==> src/msd_pkg.sv <==
// msd_pkg: widths, step counts, controller states and the command and
// status records shared by the mean / standard deviation block.
// No dependencies.
package msd_pkg;

   // defaults for the top-level parameters
   localparam int MSD_MAX_SAMPLES_DEF = 65536;
   localparam int MSD_SAMPLE_BITS_DEF = 24;

   // fixed field and datapath widths
   localparam int SAMPLE_W = 24;
   localparam int MEAN_W   = 24;
   localparam int SD_W     = 24;
   localparam int CNT_W    = 17;
   localparam int SUM_W    = 40;
   localparam int SQ_W     = 63;
   localparam int PROD_W   = 2 * SAMPLE_W;
   localparam int VAR_W    = 80;
   localparam int ROOT_W   = VAR_W / 2;
   localparam int REM_W    = ROOT_W + 2;
   localparam int STEP_W   = 6;

   // iterations of each bit-serial phase
   localparam int MUL_N_STEPS = CNT_W;
   localparam int MUL_S_STEPS = SUM_W;
   localparam int SQRT_STEPS  = VAR_W / 2;
   localparam int DIV_STEPS   = SUM_W;

   typedef enum logic [2:0] {
      PH_NONE,
      PH_MUL_N,
      PH_MUL_S,
      PH_SQRT,
      PH_DIV_SD,
      PH_DIV_MEAN
   } phase_type;

   typedef enum logic [2:0] {
      ST_ACCUM,
      ST_DRAIN,
      ST_MUL_N,
      ST_MUL_S,
      ST_SQRT,
      ST_DIV_SD,
      ST_DIV_MEAN,
      ST_RESULT
   } state_type;

   typedef struct packed {
      phase_type phase;
      logic      start;
      logic      load_out;
      logic      clear;
   } cmd_type;

   typedef struct packed {
      logic pipe_busy;
      logic out_blocked;
   } status_type;

endpackage

==> src/msd_ctrl.sv <==
// msd_ctrl: sequencer for the accumulate phase and the bit-serial
// finish phases (multiply, square root, divide). Uses msd_pkg.
module msd_ctrl
   import msd_pkg::*;
(
   input  logic       clock,
   input  logic       reset,
   input  logic       req_valid,
   input  logic       req_last,
   input  status_type sts,
   output logic       req_stall,
   output cmd_type    cmd
);

   state_type           state_ff, state_in;
   logic [STEP_W-1:0]   step_ff, step_in;
   logic [STEP_W-1:0]   step_last;
   logic                phase_done;

   // iteration count of the current phase
   always_comb begin
      case (state_ff)
         ST_MUL_N:    step_last = STEP_W'(MUL_N_STEPS);
         ST_MUL_S:    step_last = STEP_W'(MUL_S_STEPS);
         ST_SQRT:     step_last = STEP_W'(SQRT_STEPS);
         ST_DIV_SD:   step_last = STEP_W'(DIV_STEPS);
         ST_DIV_MEAN: step_last = STEP_W'(DIV_STEPS);
         default:     step_last = '0;
      endcase
   end

   assign phase_done = (step_ff == step_last);

   // next state
   always_comb begin
      state_in = state_ff;
      step_in  = '0;
      case (state_ff)
         ST_ACCUM: begin
            if (req_valid && req_last) state_in = ST_DRAIN;
         end
         ST_DRAIN: begin
            if (!sts.pipe_busy) state_in = ST_MUL_N;
         end
         ST_MUL_N, ST_MUL_S, ST_SQRT, ST_DIV_SD, ST_DIV_MEAN: begin
            if (phase_done) begin
               case (state_ff)
                  ST_MUL_N:  state_in = ST_MUL_S;
                  ST_MUL_S:  state_in = ST_SQRT;
                  ST_SQRT:   state_in = ST_DIV_SD;
                  ST_DIV_SD: state_in = ST_DIV_MEAN;
                  default:   state_in = ST_RESULT;
               endcase
            end else begin
               step_in = step_ff + 1'b1;
            end
         end
         ST_RESULT: begin
            if (!sts.out_blocked) state_in = ST_ACCUM;
         end
         default: state_in = ST_ACCUM;
      endcase
   end

   // commands to the datapath
   always_comb begin
      req_stall    = (state_ff != ST_ACCUM);
      cmd.phase    = PH_NONE;
      cmd.start    = (step_ff == '0);
      cmd.load_out = 1'b0;
      cmd.clear    = 1'b0;
      case (state_ff)
         ST_MUL_N:    cmd.phase = PH_MUL_N;
         ST_MUL_S:    cmd.phase = PH_MUL_S;
         ST_SQRT:     cmd.phase = PH_SQRT;
         ST_DIV_SD:   cmd.phase = PH_DIV_SD;
         ST_DIV_MEAN: cmd.phase = PH_DIV_MEAN;
         ST_RESULT: begin
            cmd.load_out = !sts.out_blocked;
            cmd.clear    = !sts.out_blocked;
         end
         default: cmd.phase = PH_NONE;
      endcase
   end

   always_ff @(posedge clock) begin
      if (reset) begin
         state_ff <= ST_ACCUM;
         step_ff  <= '0;
      end else begin
         state_ff <= state_in;
         step_ff  <= step_in;
      end
   end

endmodule

==> src/msd_dpath.sv <==
// msd_dpath: sample accumulators, shared bit-serial multiply, square root
// and divide registers, and the result register. Uses msd_pkg.
module msd_dpath
   import msd_pkg::*;
#(
   parameter int MAX_SAMPLES = MSD_MAX_SAMPLES_DEF,
   parameter int SAMPLE_BITS = MSD_SAMPLE_BITS_DEF
) (
   input  logic                       clock,
   input  logic                       reset,
   input  logic                       req_accept,
   input  logic signed [SAMPLE_W-1:0] req_sample,
   input  cmd_type                    cmd,
   output status_type                 sts,
   input  logic                       rsp_stall,
   output logic                       rsp_valid,
   output logic signed [MEAN_W-1:0]   rsp_mean,
   output logic [SD_W-1:0]            rsp_std_dev,
   output logic [CNT_W-1:0]           rsp_sample_count,
   output logic                       rsp_overflow
);

   localparam int EXT_SHIFT = SAMPLE_W - SAMPLE_BITS;

   // accumulate pipeline
   logic signed [SAMPLE_W-1:0] smp_shl, smp_ext;
   logic                       a_vld_ff, b_vld_ff;
   logic signed [SAMPLE_W-1:0] a_smp_ff, b_smp_ff;
   logic signed [PROD_W-1:0]   prod;
   logic [PROD_W-1:0]          b_sq_ff;
   logic signed [SUM_W-1:0]    sum_ff, sum_in;
   logic [SQ_W-1:0]            sq_ff, sq_in;
   logic [CNT_W-1:0]           cnt_ff, cnt_in;
   logic                       ovf_ff, ovf_in;
   logic                       sat;

   // finish registers
   logic [VAR_W-1:0]           work_ff, work_in;
   logic [VAR_W-1:0]           mcand_ff, mcand_in;
   logic [SUM_W-1:0]           mplier_ff, mplier_in;
   logic [REM_W-1:0]           rem_ff, rem_in;
   logic [ROOT_W-1:0]          root_ff, root_in;
   logic [SUM_W-1:0]           dvd_ff, dvd_in;
   logic [CNT_W-1:0]           drem_ff, drem_in;
   logic [SD_W-1:0]            sd_ff, sd_in;
   logic [SUM_W-1:0]           abs_sum;
   logic [REM_W+1:0]           rem_t, trial, rem_diff;
   logic                       sq_ge;
   logic [CNT_W:0]             drem_t, n_ext, drem_diff;
   logic                       div_ge;

   // result register
   logic                       rsp_valid_ff;
   logic signed [MEAN_W-1:0]   mean_ff;
   logic [MEAN_W-1:0]          mean_q, mean_in;
   logic [SD_W-1:0]            out_sd_ff;
   logic [CNT_W-1:0]           out_cnt_ff;
   logic                       out_ovf_ff;

   // sign extension from the configured sample width
   assign smp_shl = req_sample <<< EXT_SHIFT;
   assign smp_ext = smp_shl >>> EXT_SHIFT;
   assign prod    = a_smp_ff * a_smp_ff;

   always_ff @(posedge clock) begin
      if (reset) begin
         a_vld_ff <= 1'b0;
         b_vld_ff <= 1'b0;
      end else begin
         a_vld_ff <= req_accept;
         b_vld_ff <= a_vld_ff;
      end
      a_smp_ff <= smp_ext;
      b_smp_ff <= a_smp_ff;
      b_sq_ff  <= unsigned'(prod);
   end

   // running sums, count saturates at the sample limit
   assign sat = (cnt_ff >= CNT_W'(MAX_SAMPLES));

   always_comb begin
      sum_in = sum_ff;
      sq_in  = sq_ff;
      cnt_in = cnt_ff;
      ovf_in = ovf_ff;
      if (cmd.clear) begin
         sum_in = '0;
         sq_in  = '0;
         cnt_in = '0;
         ovf_in = 1'b0;
      end else if (b_vld_ff) begin
         if (sat) begin
            ovf_in = 1'b1;
         end else begin
            sum_in = sum_ff + {{(SUM_W-SAMPLE_W){b_smp_ff[SAMPLE_W-1]}}, b_smp_ff};
            sq_in  = sq_ff + {{(SQ_W-PROD_W){1'b0}}, b_sq_ff};
            cnt_in = cnt_ff + 1'b1;
         end
      end
   end

   always_ff @(posedge clock) begin
      if (reset) begin
         sum_ff <= '0;
         sq_ff  <= '0;
         cnt_ff <= '0;
         ovf_ff <= 1'b0;
      end else begin
         sum_ff <= sum_in;
         sq_ff  <= sq_in;
         cnt_ff <= cnt_in;
         ovf_ff <= ovf_in;
      end
   end

   assign abs_sum = sum_ff[SUM_W-1] ? unsigned'(-sum_ff) : unsigned'(sum_ff);

   // square root step: two bits of the radicand per cycle
   assign rem_t    = {rem_ff, work_ff[VAR_W-1 -: 2]};
   assign trial    = {{(REM_W-ROOT_W){1'b0}}, root_ff, 2'b01};
   assign rem_diff = rem_t - trial;
   assign sq_ge    = (rem_t >= trial);

   // restoring divide step by the sample count
   assign drem_t    = {drem_ff, dvd_ff[SUM_W-1]};
   assign n_ext     = {1'b0, cnt_ff};
   assign drem_diff = drem_t - n_ext;
   assign div_ge    = (drem_t >= n_ext);

   // finish phases: V = n*sumsq - sum^2, root = isqrt(V),
   // std_dev = root / n, mean = |sum| / n
   always_comb begin
      work_in   = work_ff;
      mcand_in  = mcand_ff;
      mplier_in = mplier_ff;
      rem_in    = rem_ff;
      root_in   = root_ff;
      dvd_in    = dvd_ff;
      drem_in   = drem_ff;
      sd_in     = sd_ff;
      case (cmd.phase)
         PH_MUL_N: begin
            if (cmd.start) begin
               work_in   = '0;
               mcand_in  = {{(VAR_W-SQ_W){1'b0}}, sq_ff};
               mplier_in = {{(SUM_W-CNT_W){1'b0}}, cnt_ff};
            end else begin
               if (mplier_ff[0]) work_in = work_ff + mcand_ff;
               mcand_in  = mcand_ff << 1;
               mplier_in = mplier_ff >> 1;
            end
         end
         PH_MUL_S: begin
            if (cmd.start) begin
               mcand_in  = {{(VAR_W-SUM_W){1'b0}}, abs_sum};
               mplier_in = abs_sum;
            end else begin
               if (mplier_ff[0]) work_in = work_ff - mcand_ff;
               mcand_in  = mcand_ff << 1;
               mplier_in = mplier_ff >> 1;
            end
         end
         PH_SQRT: begin
            if (cmd.start) begin
               rem_in  = '0;
               root_in = '0;
            end else begin
               rem_in  = sq_ge ? rem_diff[REM_W-1:0] : rem_t[REM_W-1:0];
               root_in = {root_ff[ROOT_W-2:0], sq_ge};
               work_in = work_ff << 2;
            end
         end
         PH_DIV_SD, PH_DIV_MEAN: begin
            if (cmd.start) begin
               if (cmd.phase == PH_DIV_MEAN) begin
                  sd_in  = dvd_ff[SD_W-1:0];
                  dvd_in = abs_sum;
               end else begin
                  dvd_in = root_ff;
               end
               drem_in = '0;
            end else begin
               dvd_in  = {dvd_ff[SUM_W-2:0], div_ge};
               drem_in = div_ge ? drem_diff[CNT_W-1:0] : drem_t[CNT_W-1:0];
            end
         end
         default: work_in = work_ff;
      endcase
   end

   always_ff @(posedge clock) begin
      work_ff   <= work_in;
      mcand_ff  <= mcand_in;
      mplier_ff <= mplier_in;
      rem_ff    <= rem_in;
      root_ff   <= root_in;
      dvd_ff    <= dvd_in;
      drem_ff   <= drem_in;
      sd_ff     <= sd_in;
   end

   // signed mean from the quotient magnitude
   assign mean_q  = dvd_ff[MEAN_W-1:0];
   assign mean_in = sum_ff[SUM_W-1] ? (~mean_q + 1'b1) : mean_q;

   // result register, holds while the receiver stalls
   always_ff @(posedge clock) begin
      if (reset) begin
         rsp_valid_ff <= 1'b0;
      end else if (cmd.load_out) begin
         rsp_valid_ff <= 1'b1;
      end else if (!rsp_stall) begin
         rsp_valid_ff <= 1'b0;
      end
      if (cmd.load_out) begin
         mean_ff    <= signed'(mean_in);
         out_sd_ff  <= sd_ff;
         out_cnt_ff <= cnt_ff;
         out_ovf_ff <= ovf_ff;
      end
   end

   assign sts.pipe_busy   = a_vld_ff | b_vld_ff;
   assign sts.out_blocked = rsp_valid_ff & rsp_stall;

   assign rsp_valid        = rsp_valid_ff;
   assign rsp_mean         = mean_ff;
   assign rsp_std_dev      = out_sd_ff;
   assign rsp_sample_count = out_cnt_ff;
   assign rsp_overflow     = out_ovf_ff;

endmodule

==> src/mean_and_std_deviation.sv <==
// mean_and_std_deviation: top level, joins the sequencer and the datapath.
// Depends on msd_pkg, msd_ctrl and msd_dpath.
//
// Usage:
//   The request channel (req_valid, req_stall, req_sample, req_last) takes
//   one signed Q16.8 sample per request; req_last marks the final sample
//   of a vector. Samples are accepted one per cycle while a vector is
//   being accumulated.
//   After the last request is taken, req_stall stays high through a drain of
//   the square/accumulate pipeline, then the bit-serial phases (n*sumsq,
//   minus sum^2, integer square root, root / n, |sum| / n) on shift-and-add
//   registers, then the load of the result.
//   The response channel (rsp_valid, rsp_stall, rsp_*) carries the mean,
//   the population standard deviation, the sample count and an overflow
//   flag. The result sits in an output register: a stalled response holds
//   its value, and the next vector's samples are accepted meanwhile; the
//   block only waits at the end of that next vector if the old result
//   has still not been taken.
//   Synchronous reset clears the sums, the count and any pending response.
module mean_and_std_deviation
   import msd_pkg::*;
#(
   parameter int MAX_SAMPLES = MSD_MAX_SAMPLES_DEF,
   parameter int SAMPLE_BITS = MSD_SAMPLE_BITS_DEF
) (
   input  logic                       clock,
   input  logic                       reset,
   input  logic                       req_valid,
   output logic                       req_stall,
   input  logic signed [SAMPLE_W-1:0] req_sample,
   input  logic                       req_last,
   output logic                       rsp_valid,
   input  logic                       rsp_stall,
   output logic signed [MEAN_W-1:0]   rsp_mean,
   output logic [SD_W-1:0]            rsp_std_dev,
   output logic [CNT_W-1:0]           rsp_sample_count,
   output logic                       rsp_overflow
);

   cmd_type    cmd;
   status_type sts;
   logic       req_accept;

   assign req_accept = req_valid & ~req_stall;

   // sequencer
   msd_ctrl u_ctrl (
      .clock     (clock),
      .reset     (reset),
      .req_valid (req_valid),
      .req_last  (req_last),
      .sts       (sts),
      .req_stall (req_stall),
      .cmd       (cmd)
   );

   // arithmetic
   msd_dpath #(
      .MAX_SAMPLES (MAX_SAMPLES),
      .SAMPLE_BITS (SAMPLE_BITS)
   ) u_dpath (
      .clock            (clock),
      .reset            (reset),
      .req_accept       (req_accept),
      .req_sample       (req_sample),
      .cmd              (cmd),
      .sts              (sts),
      .rsp_stall        (rsp_stall),
      .rsp_valid        (rsp_valid),
      .rsp_mean         (rsp_mean),
      .rsp_std_dev      (rsp_std_dev),
      .rsp_sample_count (rsp_sample_count),
      .rsp_overflow     (rsp_overflow)
   );

endmodule

==> config.mk <==
export PLATFORM = sky130hd
export DESIGN_NAME = mean_and_std_deviation
export DESIGN_NICKNAME = d
export VERILOG_FILES = /design/src/msd_pkg.sv /design/src/msd_ctrl.sv /design/src/msd_dpath.sv /design/src/mean_and_std_deviation.sv
export SDC_FILE = /design/constraint.sdc
export NUM_CORES = 2
export LEC_CHECK = 0
export ABC_AREA = 1
export ABC_CLOCK_PERIOD_IN_PS = 7300
export BUFFER_PORTS_ARGS = -buffer_cell sky130_fd_sc_hd__buf_2
export CAP_MARGIN = 0
export CORE_MARGIN = 2
export CORE_UTILIZATION = 50
export CTS_CLUSTER_DIAMETER = 200
export DETAILED_ROUTE_END_ITERATION = 16
export PLACE_DENSITY = 0.78
export SLEW_MARGIN = 20
export SYNTH_ARGS = -nofsm -noshare
export SYNTH_HDL_FRONTEND = slang
export SYNTH_SLANG_ARGS = --single-unit
==> constraint.sdc <==
create_clock -name clock -period 7.3 [get_ports clock]
set_input_delay 1.46 -clock clock [delete_from_list [all_inputs] [get_ports clock]]
set_output_delay 1.46 -clock clock [all_outputs]
set_load 0.005 [all_outputs]
==> flow_metrics.py <==
metrics = {
    "outcome": {
        "status": "complete, no violations",
    },
    "global_routing": {
        "antenna_found_initial": 7,
        "grt_pass1_vias": 69400,
        "grt.overflow.total": 0,
        "grt.total_usage_pct": 38.0,
        "grt_pass1_wl_microns": 429000,
        "grt_max_degree": 81,
    },
    "floorplan": {
        "die_y_microns": 387,
        "ioPinCount": 97,
        "die_w_microns": 387,
        "die_area_sq_um": 150000,
        "rows": 140,
        "core_area_sq_um": 146000,
        "start_util_pct": 50.3,
    },
    "clock_tree": {
        "clkTransAtPathRegs_ns": 0.06,
        "hold_buffers": 0,
        "cts_buffers": 81,
        "worstSkewPairLatency_ns": 0.75,
        "cts_buffer_depth": 3,
        "cts_tree": "built",
        "cts.sinks": 656,
        "cts_root_buf": "clkbuf_16",
        "htree_levels": 3,
    },
    "detailed_routing": {
        "routed-via-count": 71200,
        "drt_first_iter_violations": 8657,
        "vias_per_cell": 5.62,
        "drcViolationCount": 0,
        "drtAntennaViolNets": 0,
        "wl_per_cell_microns": 22.8,
        "wl_microns": 290000,
        "drtPass1Iterations": 7,
    },
    "timing": {
        "fin_crit_sh_pct": 97.2,
        "grt_setup_unrepaired": "no",
        "min_period_ns": 7.10,
        "slew_violations": 0,
        "setup_viol_count_final": 0,
        "worst_slew_pin_slew_ns": 1.18,
        "finalHoldViolations": 0,
        "clock_skew_ns": 0.0629,
        "fmax_ghz": 0.141,
        "holdWs_ns": 0.413,
        "maxSlewHeadroom_pct": 21.5,
    },
    "synthesis": {
        "synth_edf_count": 429,
        "syn_inst": 10700,
        "seq_area_frac_synth_pct": 23.8,
        "ys.flop_type": "edfxtp_1",
        "synth_area_per_cell_sq_um": 6.85,
        "syn-num-nets": 11700,
        "netlist_area_sq_um": 73200,
        "async_reset_ff_share_pct": 0,
        "synth-seq-cells": 656,
        "ys_types": 59,
        "synth_warnings": 0,
    },
    "cells_and_area": {
        "syn_to_final_growth_pct": 7.20,
        "drive_gt1_share_pct": 4.14,
        "nets": 11700,
        "stdcell_area_sq_um": 78500,
    },
    "worst_setup_path": {
        "worstSetupPathType": "flip-flop to flip-flop",
        "cp.arrival_ns": 7.70,
        "crit_path_start_kind": "flip-flop",
        "worst_ep_required_time_ns": 7.91,
        "critPathCaptureType": "flip-flop",
        "path_max_fanout": 14,
    },
    "flow_run": {
        "maxCapViolations": 0,
    },
    "place": {
        "placed_area_sq_um": 75700,
        "dp_hpwl_microns": 241000,
        "gp_congestion": 1.10,
        "portBuffers": 96,
    },
    "hold_path": {
        "hold_path.class": "flip-flop to flip-flop",
    },
}
cell usage after synthesis (11+ instances only):
cell type / instances / area [sq um]
inv_1: 2368 / 8890
o211ai_1: 23 / 173
ha_1: 450 / 5630
nand2_1: 2965 / 11100
buf_1: 19 / 71.3
a22oi_1: 34 / 255
or2_2: 12 / 75.1
xnor2_1: 45 / 394
buf_2: 77 / 385
xor2_1: 148 / 1300
nor3_1: 83 / 415
a31oi_1: 22 / 138
a21oi_2: 19 / 166
nor4_1: 11 / 68.8
o21ai_1: 17 / 85.1
nand2_2: 24 / 150
o221ai_1: 22 / 193
nand4_1: 103 / 644
a21oi_1: 592 / 2960
edfxtp_1: 429 / 12900
nor2_2: 19 / 119
o22ai_1: 22 / 138
and2_1: 16 / 100
fa_1: 569 / 11400
nand3_1: 582 / 2910
clkbuf_1: 145 / 544
nor2_1: 998 / 3750
dfxtp_1: 227 / 4540
a21o_1: 26 / 195
inv_2: 18 / 67.6
o21bai_1: 61 / 458
o21ai_0: 430 / 2150
o21a_1: 11 / 82.6
what timing repair did:
item | in CTS | in global routing
setup endpoints to repair | 1 | 9
setup buffers | 0 | 3
resized for setup | 1 | 14
hold endpoints to repair | 0 | 0
placed cells by master, fill, tap and decap left out, drive strengths merged, types with 92 or more instances in the layout:
cell / n
o21ai: 452
fa: 569
inv: 2390
edfxtp: 429
nor3: 92
a21oi: 611
dfxtp: 227
ha: 450
nor2: 1018
nand4: 105
nand3: 587
buf: 177
xor2: 148
clkbuf: 111
nand2: 2989
layer usage:
| metal | part of all wire (%) | vias up | wire [microns] | GRT usage (%) |
|---|---|---|---|---|
| met4 | 5.2 | 2 | 15100 | 17.4 |
| li1 | - | 32900 | - | - |
| met2 | 44 | 3805 | 126000 | 58.8 |
| met3 | 11 | 648 | 32200 | 8.52 |
| met5 | 0.0024 | - | 7 | 0 |
| met1 | 40 | 33800 | 116000 | 50.6 |
worst paths after layout:
path | from | to | slack (ns) | depth (start not counted)
hold / removal | u_dpath.sd_ff[0] | u_dpath.rsp_std_dev[0] | 0.41 | 0
hold reg to reg | u_dpath.sd_ff[0] | u_dpath.rsp_std_dev[0] | 0.41 | 0
setup reg to reg | u_dpath.a_smp_ff[9] | u_dpath.b_sq_ff[45] | 0.20 | 20
setup / recovery | u_dpath.a_smp_ff[9] | u_dpath.b_sq_ff[45] | 0.20 | 20
through the flow:
stage,setup TNS (ns),std cells,setup WS (ns),utilization (%)
after detailed placement,-0.0753,12500,-0.0753,52.0
after global routing,0,12700,0.00457,53.9
final,0,12700,0.204,53.9
after floorplan,0,10700,0.239,-
after CTS,0,12700,0.0313,53.9
after global placement,-0.189,12500,-0.189,52.0
critical path, cell delays in order, from the launching register on:
cell and delay (ns):
dfxtp_1 0.46, buf_6 0.23, nand2_1 0.16, fa_1 0.69, inv_1 0.13, fa_1 0.65, clkinvlp_4 0.22, buf_4 0.19
fa_1 0.49, fa_1 0.57, fa_1 0.44, fa_1 0.46, fa_1 0.50, inv_1 0.05, ha_1 0.37, a21o_1 0.24
a21oi_1 0.33, o21ai_0 0.19, a31oi_1 0.18, nand3_1 0.22, xor2_1 0.20
registers in the layout, summed over array words and instances, names as in the netlist, 40 cells and up:
name               count
u_dpath.mcand_ff      80
u_dpath.work_ff       80
u_dpath.sq_ff         63
u_dpath.b_sq_ff       46
u_dpath.rem_ff        42
u_dpath.dvd_ff        40
u_dpath.mplier_ff     40
u_dpath.root_ff       40
u_dpath.sum_ff        40
logic make-up (layout without fill, tap and decap cells):
group,Yosys count,in the layout,share of synthesized area [%]
xor+xnor,193,193,2.31
buf+inv,2654,2722,13.9
flops,656,656,23.8
other cells,0,10,0
compound gates,1306,1306,9.87
fa+ha+maj,1019,1019,23.2
simple gates,4856,4856,26.9
area by class of cell:
type                    instances  area [sq um]
diodes                         10          25.0
multi-input cells            7374         45800
clock inverters                41           539
well taps                    1917          2400
repair buffers                177          1160
flip-flops and latches        656         17400
clock buffers                 111          2200
fillers                     14400         67100
inverters                    2393          9000
Power is not shown: default switching activity piles up to over one toggle a cycle in this logic, so the estimate is an artifact.
